`src/hdl/lstd_pkg.sv`:
```
`timescale 1ns / 1ps

package lstd_pkg;

    localparam int LINE_LEN    = 128;
    localparam int PIX_W       = $clog2(LINE_LEN);
    localparam int SAMPLE_W    = 14;
    localparam int SMOOTH_W    = 15;
    localparam int COUNT_W     = 8;
    localparam int RADIUS      = 2;
    localparam int WIN_LEN     = 2 * RADIUS + 1;
    localparam int SUM_W       = SAMPLE_W + 3;
    localparam int THR_W       = SMOOTH_W + 3;
    localparam int QUEUE_DEPTH = 4;
    localparam int QCNT_W      = $clog2(QUEUE_DEPTH + 1);
    localparam int MAX_PUSH    = RADIUS + 1;
    localparam int PUSH_W      = $clog2(MAX_PUSH + 1);
    localparam int IN_TDATA_W  = 16;
    localparam int OUT_TDATA_W = 80;
    localparam int CFG_W       = 14;
    localparam int CFG_IDX_W   = 2;
    localparam int RIGHT_RESET = LINE_LEN - 1;
    localparam int OFF_MIN_RESET = 30;

    typedef logic [PIX_W-1:0]    pix_t;
    typedef logic [SAMPLE_W-1:0] sample_t;
    typedef logic [SMOOTH_W-1:0] smooth_t;
    typedef logic [COUNT_W-1:0]  count_t;

    typedef enum logic [CFG_IDX_W-1:0] {
        CFG_WHITE   = 2'd0,
        CFG_DARK    = 2'd1,
        CFG_OFF_MIN = 2'd2
    } cfg_idx_t;

    // Input stage contents: the pixel's index, its window (newest first) and
    // the running line extremes including this pixel.
    typedef struct packed {
        logic                       valid;
        pix_t                       n;
        logic [WIN_LEN-1:0][SAMPLE_W-1:0] win;
        sample_t                    run_min;
        sample_t                    run_max;
    } win_stage_t;

    typedef struct packed {
        pix_t    pixel_index;
        smooth_t smoothed;
        logic    bright;
        logic    line_end;
        pix_t    left_edge;
        pix_t    right_edge;
        count_t  bright_count;
        logic    off_track;
        sample_t line_min;
        sample_t line_max;
    } result_t;

    // Results of one pixel, in delivery order; only the first count are used.
    typedef struct packed {
        logic [PUSH_W-1:0]             count;
        result_t [MAX_PUSH-1:0]        item;
    } push_t;

endpackage

```
`src/hdl/line_scan_track_detect_unit.sv`:
```
`timescale 1ns / 1ps

// Path: an accepted pixel is held in the input stage register, then its results (if
//   any) enter the output queue, whose head register drives m_tdata; a line's last
//   pixel puts three results there. Throughput: one pixel and one result per cycle
//   while m_tready stays high; the four-entry queue absorbs the line-end burst.
// Reset: aresetn, synchronous, active low; clears the window, pixel counter,
//   line statistics, edge history (right edge 127) and registers (minimum 30).
module line_scan_track_detect_unit import lstd_pkg::*; (
    input  logic                   aclk,
    input  logic                   aresetn,
    // input pixel stream
    input  logic                   s_tvalid,
    output logic                   s_tready,
    input  logic [IN_TDATA_W-1:0]  s_tdata,   // [13:0] sample
    // result stream
    output logic                   m_tvalid,
    input  logic                   m_tready,
    output logic [OUT_TDATA_W-1:0] m_tdata,   // [6:0] pixel_index, [21:7] smoothed,
                                              // [22] bright, [29:23] left_edge,
                                              // [36:30] right_edge, [44:37] bright_count,
                                              // [45] off_track, [59:46] line_min,
                                              // [73:60] line_max, rest zero
    output logic                   m_tlast,   // line_end
    // register writes
    input  logic                   cfg_wr_en,
    input  logic [CFG_IDX_W-1:0]   cfg_index,
    input  logic [CFG_W-1:0]       cfg_wdata
);

    sample_t           white_reg, dark_reg;
    count_t            off_min_reg;
    win_stage_t        stage;
    logic              advance;
    push_t             push;
    logic [QCNT_W-1:0] q_count;
    result_t           head;

    // Register file: write-only, taken on any cycle with the enable high.
    always_ff @(posedge aclk) begin
        if (!aresetn) begin
            white_reg   <= '0;
            dark_reg    <= '0;
            off_min_reg <= COUNT_W'(OFF_MIN_RESET);
        end else if (cfg_wr_en) begin
            case (cfg_index)
                CFG_WHITE:   white_reg   <= cfg_wdata[SAMPLE_W-1:0];
                CFG_DARK:    dark_reg    <= cfg_wdata[SAMPLE_W-1:0];
                CFG_OFF_MIN: off_min_reg <= cfg_wdata[COUNT_W-1:0];
                default: begin
                end
            endcase
        end
    end

    // Input stage: hold one pixel with its five-sample window.
    lstd_window u_window (
        .aclk      (aclk),
        .aresetn   (aresetn),
        .in_valid  (s_tvalid),
        .in_ready  (s_tready),
        .in_sample (s_tdata[SAMPLE_W-1:0]),
        .advance   (advance),
        .stage     (stage)
    );

    // Smooth, binarize and track the line; advance only when the queue has
    // room for every result this pixel produces.
    lstd_classify u_classify (
        .aclk          (aclk),
        .aresetn       (aresetn),
        .stage         (stage),
        .white_level   (white_reg),
        .dark_level    (dark_reg),
        .off_track_min (off_min_reg),
        .q_count       (q_count),
        .advance       (advance),
        .push          (push)
    );

    // Output queue: its head register drives the result beat.
    lstd_out_queue u_queue (
        .aclk      (aclk),
        .aresetn   (aresetn),
        .push      (push),
        .q_count   (q_count),
        .out_valid (m_tvalid),
        .out_ready (m_tready),
        .out_item  (head)
    );

    assign m_tlast = head.line_end;
    assign m_tdata = {6'd0,
                      head.line_max,
                      head.line_min,
                      head.off_track,
                      head.bright_count,
                      head.right_edge,
                      head.left_edge,
                      head.bright,
                      head.smoothed,
                      head.pixel_index};

endmodule

```
`src/hdl/lstd_window.sv`:
```
`timescale 1ns / 1ps

module lstd_window import lstd_pkg::*; (
    input  logic       aclk,
    input  logic       aresetn,
    input  logic       in_valid,
    output logic       in_ready,
    input  sample_t    in_sample,
    input  logic       advance,
    output win_stage_t stage
);

    win_stage_t stage_reg, stage_next;
    pix_t       cnt_reg, cnt_next;
    logic       accept;

    assign in_ready = !stage_reg.valid || advance;
    assign accept   = in_valid && in_ready;
    assign stage    = stage_reg;

    always_comb begin
        stage_next = stage_reg;
        cnt_next   = cnt_reg;
        if (advance) begin
            stage_next.valid = 1'b0;
        end
        if (accept) begin
            stage_next.valid = 1'b1;
            stage_next.n     = cnt_reg;
            for (int k = WIN_LEN - 1; k > 0; k--) begin
                stage_next.win[k] = stage_reg.win[k-1];
            end
            stage_next.win[0] = in_sample;
            // restart extremes on the first pixel of a line
            if (cnt_reg == '0) begin
                stage_next.run_min = in_sample;
                stage_next.run_max = in_sample;
            end else begin
                if (in_sample < stage_reg.run_min) stage_next.run_min = in_sample;
                if (in_sample > stage_reg.run_max) stage_next.run_max = in_sample;
            end
            cnt_next = (cnt_reg == PIX_W'(LINE_LEN - 1)) ? '0 : cnt_reg + 1'b1;
        end
    end

    always_ff @(posedge aclk) begin
        if (!aresetn) begin
            stage_reg <= '0;
            cnt_reg   <= '0;
        end else begin
            stage_reg <= stage_next;
            cnt_reg   <= cnt_next;
        end
    end

endmodule

```
`src/hdl/lstd_classify.sv`:
```
`timescale 1ns / 1ps

module lstd_classify import lstd_pkg::*; (
    input  logic              aclk,
    input  logic              aresetn,
    input  win_stage_t        stage,
    input  sample_t           white_level,
    input  sample_t           dark_level,
    input  count_t            off_track_min,
    input  logic [QCNT_W-1:0] q_count,
    output logic              advance,
    output push_t             push
);

    typedef struct packed {
        count_t tally;
        logic   left_found;
        logic   right_found;
        pix_t   left_seen;
        pix_t   right_seen;
        pix_t   left_limit;
        pix_t   right_limit;
    } stats_t;

    function automatic stats_t add_pixel(stats_t s, pix_t pix, logic b);
        stats_t r;
        r = s;
        if (b) begin
            r.tally = s.tally + 1'b1;
            if (!s.left_found) begin
                r.left_found = 1'b1;
                r.left_seen  = pix;
            end
            if (pix != '0) begin
                r.right_found = 1'b1;
                r.right_seen  = pix;
            end
        end
        return r;
    endfunction

    stats_t stats_reg, stats_next;
    stats_t st_a, st_b, st_c, st_fin;

    logic signed [SMOOTH_W-1:0] diff;
    logic signed [SMOOTH_W-1:0] half;
    logic signed [THR_W-1:0]    thresh;
    logic [SUM_W-1:0]           sum;
    logic [SMOOTH_W:0]          avg;
    smooth_t                    val [MAX_PUSH];
    pix_t                       pix [MAX_PUSH];
    logic                       bright [MAX_PUSH];
    pix_t                       p0;
    logic                       has_norm, line_done, raw_pix, fits;
    logic [PUSH_W-1:0]          need;
    logic [QCNT_W:0]            room;

    // threshold: 2*trunc((white-dark)/2) + 3*dark, half rounded toward zero
    assign diff   = SMOOTH_W'(white_level) - SMOOTH_W'(dark_level);
    assign half   = (diff + $signed(SMOOTH_W'(diff[SMOOTH_W-1]))) >>> 1;
    assign thresh = (THR_W'(half) <<< 1) + THR_W'(dark_level) + (THR_W'(dark_level) << 1);

    always_comb begin
        sum = '0;
        for (int k = 0; k < WIN_LEN; k++) begin
            sum = sum + SUM_W'(stage.win[k]);
        end
    end

    assign p0        = stage.n - PIX_W'(RADIUS);
    assign has_norm  = stage.n >= PIX_W'(RADIUS);
    assign line_done = stage.n == PIX_W'(LINE_LEN - 1);
    assign raw_pix   = (p0 < PIX_W'(RADIUS)) || (p0 > PIX_W'(LINE_LEN - 1 - RADIUS));
    assign avg       = (SMOOTH_W + 1)'(sum >> 2) + 1'b1;

    always_comb begin
        if (raw_pix) begin
            val[0] = SMOOTH_W'(stage.win[RADIUS]);
        end else if (avg[SMOOTH_W]) begin
            val[0] = '1;
        end else begin
            val[0] = avg[SMOOTH_W-1:0];
        end
        pix[0] = p0;
        // flush the tail pixels raw at line end
        for (int k = 1; k < MAX_PUSH; k++) begin
            val[k] = SMOOTH_W'(stage.win[RADIUS - k]);
            pix[k] = stage.n - PIX_W'(RADIUS - k);
        end
        for (int k = 0; k < MAX_PUSH; k++) begin
            bright[k] = $signed({2'b00, val[k], 1'b0}) > thresh;
        end
    end

    assign need    = has_norm ? (line_done ? PUSH_W'(MAX_PUSH) : PUSH_W'(1)) : '0;
    assign room    = (QCNT_W + 1)'(q_count) + (QCNT_W + 1)'(need);
    assign fits    = room <= (QCNT_W + 1)'(QUEUE_DEPTH);
    assign advance = stage.valid && fits;

    always_comb begin
        st_a = has_norm ? add_pixel(stats_reg, pix[0], bright[0]) : stats_reg;
        st_b = line_done ? add_pixel(st_a, pix[1], bright[1]) : st_a;
        st_c = line_done ? add_pixel(st_b, pix[2], bright[2]) : st_b;
        st_fin = st_c;
        if (st_c.left_found)  st_fin.left_limit  = st_c.left_seen;
        if (st_c.right_found) st_fin.right_limit = st_c.right_seen;
    end

    always_comb begin
        push = '0;
        push.count = advance ? need : '0;
        for (int k = 0; k < MAX_PUSH; k++) begin
            push.item[k].pixel_index = pix[k];
            push.item[k].smoothed    = val[k];
            push.item[k].bright      = bright[k];
        end
        // summary rides on the final result only
        push.item[MAX_PUSH-1].line_end     = 1'b1;
        push.item[MAX_PUSH-1].left_edge    = st_fin.left_limit;
        push.item[MAX_PUSH-1].right_edge   = st_fin.right_limit;
        push.item[MAX_PUSH-1].bright_count = st_fin.tally;
        push.item[MAX_PUSH-1].off_track    = st_fin.tally < off_track_min;
        push.item[MAX_PUSH-1].line_min     = stage.run_min;
        push.item[MAX_PUSH-1].line_max     = stage.run_max;
    end

    always_comb begin
        stats_next = stats_reg;
        if (advance) begin
            if (line_done) begin
                stats_next             = '0;
                stats_next.left_limit  = st_fin.left_limit;
                stats_next.right_limit = st_fin.right_limit;
            end else begin
                stats_next = st_c;
            end
        end
    end

    always_ff @(posedge aclk) begin
        if (!aresetn) begin
            stats_reg <= {COUNT_W'(0), 1'b0, 1'b0, PIX_W'(0), PIX_W'(0), PIX_W'(0),
                          PIX_W'(RIGHT_RESET)};
        end else begin
            stats_reg <= stats_next;
        end
    end

endmodule

```
`src/hdl/lstd_out_queue.sv`:
```
`timescale 1ns / 1ps

module lstd_out_queue import lstd_pkg::*; (
    input  logic              aclk,
    input  logic              aresetn,
    input  push_t             push,
    output logic [QCNT_W-1:0] q_count,
    output logic              out_valid,
    input  logic              out_ready,
    output result_t           out_item
);

    result_t           q_reg  [QUEUE_DEPTH];
    result_t           q_next [QUEUE_DEPTH];
    result_t           shifted [QUEUE_DEPTH];
    logic [QCNT_W-1:0] count_reg, count_next, base, off;
    logic              pop;

    assign out_valid = count_reg != '0;
    assign out_item  = q_reg[0];
    assign q_count   = count_reg;
    assign pop       = out_valid && out_ready;
    assign base      = count_reg - QCNT_W'(pop);
    assign count_next = base + QCNT_W'(push.count);

    always_comb begin
        for (int j = 0; j < QUEUE_DEPTH - 1; j++) begin
            shifted[j] = q_reg[j+1];
        end
        shifted[QUEUE_DEPTH-1] = q_reg[QUEUE_DEPTH-1];
    end

    // drop the head on pop, append new results behind what remains
    always_comb begin
        for (int j = 0; j < QUEUE_DEPTH; j++) begin
            off = QCNT_W'(j) - base;
            if (QCNT_W'(j) >= base && off < QCNT_W'(push.count)) begin
                q_next[j] = push.item[off[PUSH_W-1:0]];
            end else if (pop) begin
                q_next[j] = shifted[j];
            end else begin
                q_next[j] = q_reg[j];
            end
        end
    end

    always_ff @(posedge aclk) begin
        if (!aresetn) begin
            count_reg <= '0;
        end else begin
            count_reg <= count_next;
        end
    end

    always_ff @(posedge aclk) begin
        for (int j = 0; j < QUEUE_DEPTH; j++) begin
            q_reg[j] <= q_next[j];
        end
    end

endmodule

```
`config.mk`:
```
export PLATFORM = sky130hd
export DESIGN_NAME = line_scan_track_detect_unit
export DESIGN_NICKNAME = d
export VERILOG_FILES = /design/src/hdl/lstd_pkg.sv /design/src/hdl/line_scan_track_detect_unit.sv /design/src/hdl/lstd_window.sv /design/src/hdl/lstd_classify.sv /design/src/hdl/lstd_out_queue.sv
export SDC_FILE = /design/constraint.sdc
export NUM_CORES = 1
export LEC_CHECK = 0
export BUFFER_PORTS_ARGS = -buffer_cell sky130_fd_sc_hd__buf_4
export CAP_MARGIN = 20
export CORE_UTILIZATION = 28
export CTS_BUF_LIST = sky130_fd_sc_hd__clkbuf_4 sky130_fd_sc_hd__clkbuf_8 sky130_fd_sc_hd__clkbuf_16
export DETAILED_ROUTE_END_ITERATION = 12
export GPL_ROUTABILITY_DRIVEN = 0
export SYNTH_ARGS = -nofsm -noshare
export SYNTH_HDL_FRONTEND = slang
export SYNTH_SLANG_ARGS = --single-unit
```
`constraint.sdc`:
```
create_clock -name aclk -period 11.7 [get_ports aclk]
set_input_delay 0 -clock aclk [delete_from_list [all_inputs] [get_ports aclk]]
set_output_delay 0 -clock aclk [all_outputs]
set_load 0.05 [all_outputs]
```
==> reports/results.tsv, run 1 <==
stage	metric	value	unit
run_status	status	completed	
route	ant_nets	0	
placement	portBuffers	111	
route	routed_wl	80700	µm
clocking	cts_buffers	55	
sta	final_hold_viol_count	0	
setup_path	cp_slowest_stage_delay	0.45	ns
setup_path	r2r_slack	0.58	ns
global_routing	overflow	0	
setup_path	cp_common_cell	ha_1	
floorplan	dieArea	0.102	mm²
synthesis	ys_seq_elements	490	
global_routing	grt_pass1_wl	126000	µm
setup_path	worstPathMaxFanout	7	
final_layout	drive_gt1_frac	0.105	
final_layout	area_delta_synth_final	16.1	%
clocking	postCtsSetupBuffers	0	
sta	min_period	11.12	ns
placement	hpwl	55300	µm
setup_path	cp.arrival	11.56	ns
final_layout	antenna_cells	0	
synthesis	yosys_most_used_dff	edfxtp_1	
synthesis	syn_area	0.0283	mm²
sta	max_freq	89.9	MHz
floorplan	core_region_area	0.100	mm²
clocking	clk_path_buf_depth	3	
setup_path	crit_required	12.14	ns
setup_path	critical_path_class	reg -> reg	
clocking	clock_sinks	490	
final_layout	fill_cells	10200	
setup_path	cp.buffers_inverters	2	
sta	fin_worst_skew	0.0364	ns
global_routing	grt_pass1_vias	21700	
synthesis	synth_cells	3044	
synthesis	postSynthAreaPerCell	9.29	µm²
global_routing	grt_max_degree	127	
floorplan	die_height	320	µm
floorplan	rows	116	
flow_run	max-cap-violations	0	
power_and_ir_drop	cellPowerDensity	274	mW/mm²
setup_path	slowest_stage	a221o_1	
setup_path	start_kind	flip-flop	
route	vias	22600	
final_layout	final_nets	3382	
sta	slew_headroom	0.297	
setup_path	endpoint_kind	flip-flop	
synthesis	synth_warnings	0	
clocking	cts_max_level	2	
global_routing	track_usage	0.154	
clocking	cts_tree	yes	
sta	fin_crit_sh	0.950	
sta	setup_viol	0	
route	dr.pass1.iters	7	
clocking	root_buffer	clkbuf_16	
global_routing	antenna_found_initial	1	
route	drc	0	
synthesis	async_flop_share	0	
floorplan	start_util	0.283	
power_and_ir_drop	p_leak	12.8	nW
setup_path	path_delay_family	compound AO/OA/AOI/OAI gates	
synthesis	synth-seq-area-share	0.453	
sta	fin_ws	0.580	ns
clocking	clk_latency	0.64	ns
final_layout	largest_register_ffs	300	
route	via_per_inst	5.05	
floorplan	die_w	320	µm
floorplan	io_pins	120	
worst_hold_path	hold_class	in -> reg	
power_and_ir_drop	fin_total_pwr	8.99	mW
sta	tightest_slew	1.05	ns
synthesis	ys_types	98	
power_and_ir_drop	ir_drop	0.341	mV
clocking	clkTransAtPathRegs	0.06	ns
route	drtIter0Drc	2059	
synthesis	synth_edf_count	300	
route	wl_per_cell	18.0	µm
sta	maxSlewViolCount	0	
placement	dp_slack	0.226	ns
==> layout by cell type, fill, tap and decap left out, types with 53 or more instances in the layout <==
master / instances
clkbuf_16: 56
ha_1: 178
nand2_1: 511
edfxtp_1: 300
o21ai_0: 264
a21oi_1: 230
dfxtp_1: 189
inv_1: 176
a22oi_1: 53
buf_4: 163
nor2_1: 208
xnor2_1: 67
mux2i_1: 62
==> per-layer routing <==
layer / share of wire / global-route usage
met1: 0.46 / 0.212
met2: 0.46 / 0.254
met3: 0.056 / 0.0209
met4: 0.021 / 0.0375
met5: 0.000099 / 0
==> worst reg2reg max path, delay by kind of cell, from the launching register on <==
| family | cells | cell delay (ns) |
|---|---|---|
| AO/OA/AOI/OAI | 22 | 5.05 |
| adder cells (fa/ha/maj) | 9 | 2.46 |
| AND/OR/NAND/NOR | 10 | 1.74 |
| XOR/XNOR | 4 | 0.79 |
| multiplexers | 2 | 0.51 |
| flip-flops | 1 | 0.31 |
| buffers and inverters | 2 | 0.11 |
==> per-stage QoR <==
stage,cell area (µm²),utilization,TNS (ns),hold slack [ns],std cells
2_1_floorplan,28300,-,0,0.0889,3049
3_3_place_gp,30500,0.305,0,0.258,4338
3_5_place_dp,30500,0.305,0,0.266,4338
4_1_cts,32700,0.327,0,0.0349,4473
5_1_grt,32800,0.328,-0.0424,0.0684,4474
6_report,32800,0.328,0,0.0483,4474
==> path summary, 6_finish.rpt <==
kind / startpoint / to / depth (start not counted)
setup / recovery: white_reg[0] / u_queue.q_reg[1][28] / 49
hold / removal: cfg_index[0] / white_reg[12] / 4
setup reg to reg: white_reg[0] / u_queue.q_reg[1][28] / 49
hold reg to reg: u_window.stage[94] / u_window.stage[94] / 2
==> power by group <==
group | internal [mW] | leakage [nW] | switching, mW
clock | 1.00 | 0.895 | 0.772
combinational | 1.12 | 7.58 | 2.97
sequential | 2.94 | 4.37 | 0.180
==> logic make-up (layout without fill, tap and decap cells) <==
family | Yosys count | in the layout | share of synthesized area
AND/OR/NAND/NOR | 981 | 981 | 0.153
AO/OA/AOI/OAI | 823 | 823 | 0.181
flip-flops | 490 | 490 | 0.453
buffers and inverters | 354 | 481 | 0.0488
adder cells (fa/ha/maj) | 214 | 214 | 0.104
XOR/XNOR | 112 | 112 | 0.0352
multiplexers | 69 | 69 | 0.0253
other | 1 | 6 | 0.000133
==> layout make-up <==
| class | instances | area (µm²) | share of cell area |
|---|---|---|---|
| Inverter | 182 | 688 | 0.0210 |
| Timing Repair Buffer | 197 | 1580 | 0.0482 |
| Clock buffer | 70 | 1530 | 0.0465 |
| Multi-Input combinational cell | 2205 | 14200 | 0.434 |
| Tap cell | 1298 | 1620 | 0.0495 |
| Sequential cell | 490 | 12800 | 0.391 |
| Clock inverter | 32 | 337 | 0.0103 |
==> timing repair <==
action,4_1_cts,5_1_grt
endpoints found under the hold margin,91,0
hold buffers,33,0
endpoints found under the setup margin,0,4
resized for setup,0,19
==> Yosys cell counts (9+ instances only) <==
master      n  area (µm²)
a22o_1     35         307
nand4_1    22         138
o31ai_1    12        90.1
mux2i_1    62         621
nand2_1   517        1940
nor3_1     44         220
fa_1       34         681
edfxtp_1  300        9010
a211oi_1   25         188
nand2b_1   25         156
inv_1     178         668
buf_1      17        63.8
o211ai_1   22         165
nor2b_1    21         131
xor2_1     42         368
and2_1     21         131
buf_2      10        50.1
or3_1      13        81.3
and3_1     25         156
a22oi_1    53         398
a21o_1     42         315
nor4_1      9        56.3
nand3_1    34         170
a21oi_1   231        1160
xnor2_1    69         604
nor2_1    211         792
o21ai_0   266        1330
ha_1      180        2250
o21a_1     32         240
clkbuf_1  135         507
a31oi_1    15        93.8
dfxtp_1   190        3800
Power figures use the tool's default switching activity.
==> run 2, diff against run 1 <==
Settings changed: GPL_TIMING_DRIVEN set to 1, REMOVE_ABC_BUFFERS set to 1.
==> reports/results.tsv, run 2 (synthesized netlist as in run 1, its figures left out) <==
stage	metric	value	unit	change
run_status	status	completed		
clocking	clock_sinks	490		unchanged
placement	placed_area	0.0305	mm²	-0.17%
setup_path	cp_slowest_stage_delay	0.42	ns	-0.03 ns
setup_path	cp.arrival	11.37	ns	-0.19 ns
setup_path	start_kind	flip-flop		
sta	slew_headroom	0.317		+0.0195
setup_path	r2r_slack	0.78	ns	+0.20 ns
sta	min_period	10.92	ns	-0.200 ns
sta	fin_crit_sh	0.933		-0.0171
sta	fin_worst_skew	0.0212	ns	-0.0152 ns
clocking	cts_buffers	51		-7.3%
sta	rsz0062_at_grt	no		
route	drc	0		unchanged
floorplan	start_util	0.283		unchanged
sta	final_hold_viol_count	0		unchanged
final_layout	fill_cells	10300		+0.49%
setup_path	endpoint_kind	flip-flop		
worst_hold_path	hold_depth	4		unchanged
sta	tightest_slew	1.02	ns	-0.0293 ns
floorplan	io_pins	120		unchanged
final_layout	stdcell_area	0.0326	mm²	-0.55%
setup_path	reg2reg_depth	50		+2.0%
floorplan	die_height	320	µm	unchanged
route	via_per_inst	5.06		+0.21%
flow_run	max-cap-violations	0		unchanged
global_routing	grt_pass1_wl	124000	µm	-1.5%
final_layout	final_common_cell	nand2_1		
route	ant_nets	0		unchanged
clocking	clk_path_buf_depth	3		unchanged
final_layout	largest_register_ffs	300		unchanged
final_layout	area_delta_synth_final	15.4	%	
global_routing	grt_pass1_vias	21600		-0.50%
power_and_ir_drop	p_leak	12.8	nW	-0.71%
route	drtIter0Drc	2077		+0.87%
global_routing	antenna_found_initial	0		-1
final_layout	drive_gt1_frac	0.0986		-0.00659
worst_hold_path	hp-start	cfg_wdata[7]		
global_routing	overflow	0		unchanged
final_layout	final_cell_mix	511 x nand2_1, 300 x edfxtp_1, 264 x o21ai_0		
sta	setup_viol	0		unchanged
setup_path	cp_common_cell	ha_1		
worst_hold_path	worstHoldEndpoint	off_min_reg[7]		
clocking	cts_max_level	2		unchanged
route	dr.pass1.iters	5		-2
clocking	root_buffer	clkbuf_16		
final_layout	final_nets	3375		-0.21%
sta	max_freq	91.6	MHz	+1.8%
setup_path	worstPathMaxFanout	10		+3
route	vias	22600		-0.040%
clocking	clkTransAtPathRegs	0.06	ns	about the same
setup_path	critical_path_class	reg -> reg		
global_routing	track_usage	0.152		-0.00218
floorplan	dieArea	0.102	mm²	unchanged
setup_path	reg2reg_from	dark_reg[4]		
clocking	cts_tree	yes		
floorplan	die_w	320	µm	unchanged
final_layout	antenna_cells	0		unchanged
placement	hpwl	54100	µm	-2.2%
sta	finalSetupTns	0	ns	unchanged
placement	portBuffers	111		unchanged
setup_path	crit_required	12.15	ns	about the same
power_and_ir_drop	cellPowerDensity	273	mW/mm²	-0.48%
clocking	clk_latency	0.61	ns	-0.03 ns
setup_path	slowest_stage	ha_1		
floorplan	rows	116		unchanged
setup_path	r2r-end	u_queue.q_reg[1][28]		
worst_hold_path	hold_class	in -> reg		
power_and_ir_drop	ir_drop	0.276	mV	-19%
route	routed_wl	79300	µm	-1.8%
sta	maxSlewViolCount	0		unchanged
route	wl_per_cell	17.8	µm	-1.5%
floorplan	core_region_area	0.100	mm²	unchanged
global_routing	grt_max_degree	99		-22%
run 2: changes by cell type in the layout (fill, tap and decap cells not counted), moves of 3 or more:
cell,previous run,this run
clkinv_1,5,12
buf_4,163,157
dlygate4sd3_1,33,37
bufinv_16,3,7
clkbuf_16,56,51
clkinvlp_4,10,1
clkbuf_4,11,14
run 2: metal layers:
layer  GRT usage  wire (µm)  vias to the layer above
met5           0          0                        -
met4      0.0554       2610                        0
met3      0.0201       4310                      130
met2       0.254      37300                      644
met1       0.200      35100                    10900
li1            -          -                    10900
run 2: final cells by class:
| class | instances | area [µm²] | area share |
|---|---|---|---|
| clock buffers | 66 | 1400 | 0.0428 |
| clock inverters | 28 | 314 | 0.00962 |
| inverters | 182 | 688 | 0.0211 |
| multi-input cells | 2205 | 14200 | 0.437 |
| flip-flops and latches | 490 | 12800 | 0.393 |
| well taps | 1298 | 1620 | 0.0498 |
| repair buffers | 194 | 1550 | 0.0475 |
run 2: through the flow:
stage	hold WS [ns]	utilization	setup WS (ns)	instances	power (mW)
after global placement	0.260	0.305	0.481	4331	7.14
after global routing	0.200	0.326	0.0171	4463	9.41
after floorplan	0.0619	-	1.15	2877	5.82
after CTS	0.179	0.325	0.157	4462	8.96
after detailed placement	0.267	0.305	0.151	4331	7.23
final	0.203	0.326	0.779	4463	8.89
run 2: worst max path at each step:
stage               slack (ns)                    to         from  cells past startpoint
floorplan                 1.15  u_queue.q_reg[1][28]  dark_reg[0]                     48
CTS                       0.16  u_queue.q_reg[1][28]  dark_reg[1]                     51
finish                    0.78  u_queue.q_reg[1][28]  dark_reg[4]                     50
global route              0.02  u_queue.q_reg[1][28]  dark_reg[4]                     50
detailed placement        0.15  u_queue.q_reg[1][28]  dark_reg[1]                     51
global placement          0.48  u_queue.q_reg[1][28]  dark_reg[1]                     51
run 2: critical path, delay by kind of cell, from the launching register on:
kind / cells / cell delay (ns)
AOI/OAI and AO/OA: 22 / 4.72
xor gates and xnor gates: 4 / 0.96
adders and majority gates: 7 / 2.17
buffers and inverters: 2 / 0.13
DFF: 1 / 0.41
muxes: 1 / 0.30
and+or+nand+nor: 14 / 2.06
run 2: report_power, final:
group | switching, mW | internal [mW] | leakage (nW) | total, mW
registers | 0.187 | 2.95 | 4.37 | 3.14
logic | 2.97 | 1.08 | 7.53 | 4.06
clock network | 0.702 | 0.995 | 0.857 | 1.70
run 2: repair_timing:
action,in CTS,in global routing
hold endpoints to repair,91,0
setup buffers,0,1
resized for setup,0,19
hold buffers,37,0
setup endpoints to repair,0,6
